**config.mk**
```make
export PLATFORM = sky130hd
export DESIGN_NAME = uah_ctrl
export DESIGN_NICKNAME = d
export VERILOG_FILES = /design/src/hdl/uah_pkg.sv /design/src/hdl/uah_ctrl.sv
export SDC_FILE = /design/constraint.sdc
export NUM_CORES = 1
export LEC_CHECK = 0
export BUFFER_PORTS_ARGS = -buffer_cell sky130_fd_sc_hd__buf_2
export CAP_MARGIN = 10
export CORE_MARGIN = 8
export CORE_UTILIZATION = 48
export CTS_BUF_LIST = sky130_fd_sc_hd__clkbuf_8 sky130_fd_sc_hd__clkbuf_16
export DETAILED_ROUTE_END_ITERATION = 10
export GPL_TIMING_DRIVEN = 0
export PLACE_DENSITY = 0.75
export SLEW_MARGIN = 20
export SYNTH_ARGS = -nofsm -noshare
export SYNTH_HDL_FRONTEND = slang
export SYNTH_SLANG_ARGS = --single-unit
```
**constraint.sdc**
```tcl
create_clock -name clk -period 1.55 [get_ports clk]
set_input_delay 0.31 -clock clk [delete_from_list [all_inputs] [get_ports clk]]
set_output_delay 0.31 -clock clk [all_outputs]
set_load 0.03 [all_outputs]
```
**src/hdl/uah_pkg.sv**
```systemverilog
`timescale 1ns / 1ps
// ----------------------------------------------------------------------------
// uah_pkg
// Shared types and codes for the user id admission hash table: the request
// and result words, operation and status codes, and the controller command
// and status bundles.
// ----------------------------------------------------------------------------
package uah_pkg;

  // Key width.
  localparam int KEY_W  = 32;

  // Operation codes. The spare code behaves as a query.
  localparam logic [1:0] OP_ADMIT  = 2'd0;
  localparam logic [1:0] OP_QUERY  = 2'd1;
  localparam logic [1:0] OP_REMOVE = 2'd2;

  // Result status codes.
  localparam logic [2:0] ST_ADMITTED = 3'd0;
  localparam logic [2:0] ST_BUSY     = 3'd1;
  localparam logic [2:0] ST_FULL     = 3'd2;
  localparam logic [2:0] ST_REMOVED  = 3'd3;
  localparam logic [2:0] ST_NOTFOUND = 3'd4;
  localparam logic [2:0] ST_PRESENT  = 3'd5;

  // Request word.
  typedef struct packed {
    logic [1:0]       operation;
    logic [KEY_W-1:0] user_id;
  } req_t;

  // Result word.
  typedef struct packed {
    logic [2:0] status;
    logic [6:0] slot;
    logic [7:0] occupancy;
  } res_t;

  // Commands from the controller to the datapath.
  typedef struct packed {
    logic       clr;        // one step of the clearing pass
    logic       latch;      // capture the request key, start the modulo
    logic       mod;        // one step of the bucket modulo
    logic       head_load;  // start the walk at the bucket head
    logic       advance;    // follow one link of the chain
    logic       alloc_rd;   // read the link of the free-list head
    logic       alloc_wr;   // link the new entry in at the chain head
    logic       unlink;     // bypass the matching entry
    logic       free_push;  // push the removed entry onto the free list
    logic       res_load;   // load the result register
    logic       res_zero;   // report slot zero
    logic [2:0] res_status; // status code to report
  } cmd_t;

  // Status from the datapath to the controller.
  typedef struct packed {
    logic clr_done;
    logic mod_done;
    logic ok;        // current chain position holds an entry
    logic match;     // that entry's key equals the request key
    logic free_ok;   // the free list is not empty
  } sts_t;

endpackage

```
**src/hdl/uah_ctrl.sv**
```systemverilog
`timescale 1ns / 1ps
// ----------------------------------------------------------------------------
// uah_ctrl
// Controller state machine: clearing pass after reset, request acceptance,
// chain walk sequencing, insert and remove updates, and the result handshake.
// ----------------------------------------------------------------------------
module uah_ctrl (
  input  logic          clk,
  input  logic          rst_n,
  input  logic          in_valid,
  input  logic [1:0]    in_op,
  output logic          in_stall,
  output logic          out_valid,
  input  logic          out_stall,
  input  uah_pkg::sts_t sts,
  output uah_pkg::cmd_t cmd
);
  import uah_pkg::*;

  localparam logic [3:0] S_CLEAR    = 4'd0;
  localparam logic [3:0] S_IDLE     = 4'd1;
  localparam logic [3:0] S_MOD      = 4'd2;
  localparam logic [3:0] S_HEAD     = 4'd3;
  localparam logic [3:0] S_LOAD     = 4'd4;
  localparam logic [3:0] S_WALK     = 4'd5;
  localparam logic [3:0] S_ALLOC_RD = 4'd6;
  localparam logic [3:0] S_ALLOC_WR = 4'd7;
  localparam logic [3:0] S_UNLINK   = 4'd8;
  localparam logic [3:0] S_PUSH     = 4'd9;
  localparam logic [3:0] S_FIN      = 4'd10;

  logic [3:0] state_r, state_nxt;
  logic [1:0] op_r, op_nxt;
  logic [2:0] st_r, st_nxt;
  logic       zero_r, zero_nxt;
  logic       ov_r, ov_nxt;

  assign in_stall  = (state_r != S_IDLE);
  assign out_valid = ov_r;

  // Next state and command decode.
  always_comb begin
    state_nxt = state_r;
    op_nxt    = op_r;
    st_nxt    = st_r;
    zero_nxt  = zero_r;
    ov_nxt    = ov_r & out_stall;
    cmd       = '0;
    case (state_r)
      S_CLEAR: begin
        cmd.clr = 1'b1;
        if (sts.clr_done) begin
          state_nxt = S_IDLE;
        end
      end
      S_IDLE: begin
        if (in_valid) begin
          cmd.latch = 1'b1;
          op_nxt    = in_op;
          state_nxt = S_MOD;
        end
      end
      S_MOD: begin
        cmd.mod = 1'b1;
        if (sts.mod_done) begin
          state_nxt = S_HEAD;
        end
      end
      // The bucket head read settles here.
      S_HEAD: begin
        state_nxt = S_LOAD;
      end
      S_LOAD: begin
        cmd.head_load = 1'b1;
        state_nxt     = S_WALK;
      end
      S_WALK: begin
        if (!sts.ok) begin
          // End of chain without a match.
          zero_nxt = 1'b1;
          if (op_r == OP_ADMIT && sts.free_ok) begin
            zero_nxt  = 1'b0;
            state_nxt = S_ALLOC_RD;
          end else if (op_r == OP_ADMIT) begin
            st_nxt    = ST_FULL;
            state_nxt = S_FIN;
          end else begin
            st_nxt    = ST_NOTFOUND;
            state_nxt = S_FIN;
          end
        end else if (sts.match) begin
          zero_nxt = 1'b0;
          if (op_r == OP_ADMIT) begin
            st_nxt    = ST_BUSY;
            state_nxt = S_FIN;
          end else if (op_r == OP_REMOVE) begin
            state_nxt = S_UNLINK;
          end else begin
            st_nxt    = ST_PRESENT;
            state_nxt = S_FIN;
          end
        end else begin
          cmd.advance = 1'b1;
        end
      end
      S_ALLOC_RD: begin
        cmd.alloc_rd = 1'b1;
        state_nxt    = S_ALLOC_WR;
      end
      S_ALLOC_WR: begin
        cmd.alloc_wr = 1'b1;
        st_nxt       = ST_ADMITTED;
        state_nxt    = S_FIN;
      end
      S_UNLINK: begin
        cmd.unlink = 1'b1;
        state_nxt  = S_PUSH;
      end
      S_PUSH: begin
        cmd.free_push = 1'b1;
        st_nxt        = ST_REMOVED;
        state_nxt     = S_FIN;
      end
      // Hand the result word over once the output register is free.
      S_FIN: begin
        if (!ov_r || !out_stall) begin
          cmd.res_load = 1'b1;
          ov_nxt       = 1'b1;
          state_nxt    = S_IDLE;
        end
      end
      default: begin
        state_nxt = S_IDLE;
      end
    endcase
    cmd.res_zero   = zero_r;
    cmd.res_status = st_r;
  end

  // State registers.
  always_ff @(posedge clk) begin
    if (!rst_n) begin
      state_r <= S_CLEAR;
      ov_r    <= 1'b0;
      op_r    <= OP_QUERY;
      st_r    <= ST_NOTFOUND;
      zero_r  <= 1'b1;
    end else begin
      state_r <= state_nxt;
      ov_r    <= ov_nxt;
      op_r    <= op_nxt;
      st_r    <= st_nxt;
      zero_r  <= zero_nxt;
    end
  end

endmodule

```
==> impl_results.md <==
* Syn. warnings at 0
* Cell area power density at about 1300 nW/um^2
* Cell count after synthesis at 97
* Most area-hungry cell type in the Yosys netlist: sky130_fd_sc_hd__dfxtp_1
* Synthesized netlist net count at roughly 110
* Top cell type's share of synthesized area at between 20 and 30%
* Violations in the final reports: setup timing
* Crit path largest cell delay at 0.40 ns
* Hold slack final at between 0.2 and 0.3 ns
* Final Routed Wirelength at between 2 and 3 mm
* Setup repair after global routing missed its margin: true
* Clk sinks at 11
* Worst Path Required at around 1.2 ns
* Number of buffers inserted by port buffering at 25
* Fraction of layout cells with a size suffix above 1 at a little under half
* Max Cap Viol at 0
* Family of cells with the greatest summed delay on the critical path: flip-flops
* Height of the die at 56.7 um
* Maximum ir drop on the vdd rail at about 0.0012 V
* Series of cell instances along the critical path: buf_6 > nand2b_4 > nor3b_4 > buf_6
* Outcome: complete, but fails checks
* Netlist cell types at 39
* Core area at between 1500 and 2000 um^2
* Slew Limit Fails at 0
* Proportion of synthesized flip-flops having asynchronous set or reset at 0%
* Starting utilization of the core area at 52.1%
* Count of flip-flops with a built-in enable after synthesis at 0
* CTS tree: yes
* Initial DRT Pass Iterations at 6
* Proportion of synthesized chip area in sequential cells at between 20 and 30%
* Count of antenna diodes in the layout at 0
* Type of the worst setup path: reg2out
* Global-route congestion overflow total at 0
* Die width at 56.7 um
* Min-Delay Path Class: in2reg
* GP Congestion at 0.819
* Synth Register Bits at 11
* Synth Area in Adders at 0%
* WL/cell at ~17 um
* Netlist area before placement at between 700 and 800 um^2
* Root buffer cell: sky130_fd_sc_hd__clkbuf_8
* Clock Skew at about 0.0021 ns
* Via count at between 900 and 1k
* Clock insertion delay at the later pin of the skew report at 0.24 ns
* Signal arrival time at the worst endpoint at 1.26 ns
* Layout Nets at ~150
* Antenna violation net count after detailed routing at 0
* Vias in the first global route at around 840
* Summed area of non-filler cells in the final layout at ~1200 um^2
* CTS Buf Count at 3
* Fill cell total of the finished layout at between 100 and 150
* Count of boundary I/O pins at 27
* Die Area at 3210 um^2
* Slowest cell on crit path: sky130_fd_sc_hd__dfxtp_2
* Dominant combinational cell family by area after synthesis: simple AND/OR/NAND/NOR gates
* Nature of the critical path endpoint: output pin
* Largest cells by area after synthesis: sky130_fd_sc_hd__dfxtp_1 (28%), sky130_fd_sc_hd__nand2_1 (5.2%), sky130_fd_sc_hd__mux2i_1 (5.0%), sky130_fd_sc_hd__nand2b_1 (4.7%), sky130_fd_sc_hd__nor2b_1 (4.7%)
* Maximum clock rate at between 600 and 700 MHz
* Placement-stage cell area at 950 um^2
* Global-route wire length before repair at between 3 and 4 mm
* Synth Flop Type: sky130_fd_sc_hd__dfxtp_1
* Final routed DRC violation total at 0
* Avg Inst Size Synth at a little over 8 um^2
* Minimum clock period after layout at between 1.5 and 2 ns
* Number of design-rule violations left by the first detailed-router iteration at 29
* Worst Path Max Fanout at 10
* Area delta synth->final at 48.7%
* Number of buffers on the longest clock path at 2
* Hold violation count in the final report at 0
* Fraction of the mapped netlist area in compound gates at 22.2%
* Count of H-tree levels built during CTS at 1
* HPWL after detailed placement at ~1.6 mm
* Critical Path Start Type: flip-flop
* Total global routing track utilization at between 10 and 15%
* Transition time at the pin with the least slew margin at ~0.4 ns
* Worst setup slack after layout at -0.0171 ns
* Place WS at -0.0183 ns
* Leak Pwr at roughly 0.00055 uW
* Worst-case headroom to the max-slew limit at around 73%
* Final count of negative-setup-slack endpoints at 2
* Multiplexer area fraction after synthesis at under 10%
* Synth Area in XOR/XNOR at 1.10%
* Row count at 14
* Largest net degree at the start of global routing at 11
* Fin crit share at 101%
* Via-per-instance ratio at between 6 and 7
* Final Power at approximately 1500 uW
* Antenna violations before repair at 0
* CP Buf/Inv Count at 2
* Clock input transition at the sequential cells of the worst setup and hold paths at 0.05 ns
* Post-synthesis simple-gate area fraction at roughly 35%
* Crit path top cell by count: sky130_fd_sc_hd__buf_6
[area by class of cell]
class	count	area (um^2)	area share [%]
multi-input cells	75	602	51.0
flip-flops and latches	11	233	19.7
repair buffers	33	206	17.5
plain buffers	7	60.1	5.08
clock buffers	3	41.3	3.50
well taps	16	20.0	1.69
inverters	4	15.0	1.27
clock inverters	1	3.75	0.318
[state kept, by name, summed over array words and instances, names as in the netlist]
name,cells
state_r,4
st_r,3
op_r,2
out_valid,1
zero_r,1
[metrics by stage]
| step | utilization [%] | std cells | setup TNS [ns] |
|---|---|---|---|
| after global routing | 77.5 | 150 | -0.118 |
| after floorplan | - | 97 | 0 |
| after global placement | 62.3 | 138 | -0.0149 |
| after CTS | 69.9 | 145 | -0.137 |
| final | 77.5 | 150 | -0.0228 |
| after detailed placement | 62.3 | 138 | -0.0183 |
[final timing paths]
| check | from | to | slack [ns] | cells past startpoint |
|---|---|---|---|---|
| worst min register to register | zero_r$_SDFFE_PN1P_ | zero_r$_SDFFE_PN1P_ | 0.54 | 2 |
| worst max-delay path | state_r[3]$_SDFFE_PN0P_ | cmd[5] | -0.02 | 4 |
| worst min-delay path | in_op[0] | op_r[0]$_SDFFE_PN1P_ | 0.30 | 3 |
| worst max register to register | state_r[1]$_SDFFE_PN0P_ | st_r[2]$_SDFFE_PN1P_ | 0.04 | 5 |
[what timing repair did]
action / in CTS / in global routing
hold buffers: 0 / 0
endpoints found under the setup margin: 9 / 8
resized for setup: 16 / 23
pin swaps: 1 / 3
buffers inserted: 3 / 5
[cells in the mapped netlist (all sizes together), types with 2 or more instances]
cell type   n
nand4bb     2
or2         2
nor3        4
clkbuf      2
nand2      11
a21oi       4
nand2b      6
mux2i       4
o211ai      2
o21ai       3
nor2b       7
a21o        2
buf         5
dfxtp      11
nand3       2
inv         4
nor2        7
[cell families (layout without fill, tap and decap cells)]
group | count (synthesis) | after routing
AND/OR/NAND/NOR | 47 | 47
flip-flops | 11 | 11
XOR/XNOR | 1 | 1
AO/OA/AOI/OAI | 22 | 22
multiplexers | 5 | 5
buffers and inverters | 11 | 48
[layer usage]
layer | vias up | wire [um] | GRT usage (%) | share of wire (%)
li1 | 427 | - | - | -
met1 | 416 | 1100 | 15.8 | 42
met2 | 49 | 1220 | 24.1 | 47
met3 | 14 | 198 | 4.27 | 7.6
met4 | 0 | 89 | 5.50 | 3.4
met5 | - | 0 | 0 | 0
[layout by cell type (no fill, tap or decap), types with 2 or more instances in the layout]
cell type,synthesis,layout
sky130_fd_sc_hd__buf_2,3,17
sky130_fd_sc_hd__buf_4,2,14
sky130_fd_sc_hd__nand2_1,11,11
sky130_fd_sc_hd__dfxtp_1,11,7
sky130_fd_sc_hd__nor2_1,7,6
sky130_fd_sc_hd__buf_6,0,5
sky130_fd_sc_hd__inv_1,4,5
sky130_fd_sc_hd__nand2b_1,6,5
sky130_fd_sc_hd__nor2b_1,6,5
sky130_fd_sc_hd__mux2i_1,4,4
sky130_fd_sc_hd__nor3_2,0,3
sky130_fd_sc_hd__o21ai_1,3,3
sky130_fd_sc_hd__a21oi_1,4,3
sky130_fd_sc_hd__clkbuf_8,0,3
sky130_fd_sc_hd__dfxtp_4,0,3
sky130_fd_sc_hd__nor2b_4,1,2
sky130_fd_sc_hd__clkbuf_1,2,2
sky130_fd_sc_hd__nand4bb_4,0,2
sky130_fd_sc_hd__o211ai_1,2,2
sky130_fd_sc_hd__a21o_1,2,2
[power by group]
group	switching, uW	internal (uW)	total [uW]
Combinational	433	379	813
Sequential	95.5	338	434
Clock	111	174	285
[worst register-to-register path: stages, from the launching register on]
cell and delay [ns]:
sky130_fd_sc_hd__dfxtp_4 0.38, sky130_fd_sc_hd__clkbuf_2 0.15, sky130_fd_sc_hd__and4bb_1 0.34, sky130_fd_sc_hd__nand3_1 0.09
sky130_fd_sc_hd__a222oi_1 0.32, sky130_fd_sc_hd__o31ai_1 0.10
(Power assumes the default switching activity.)
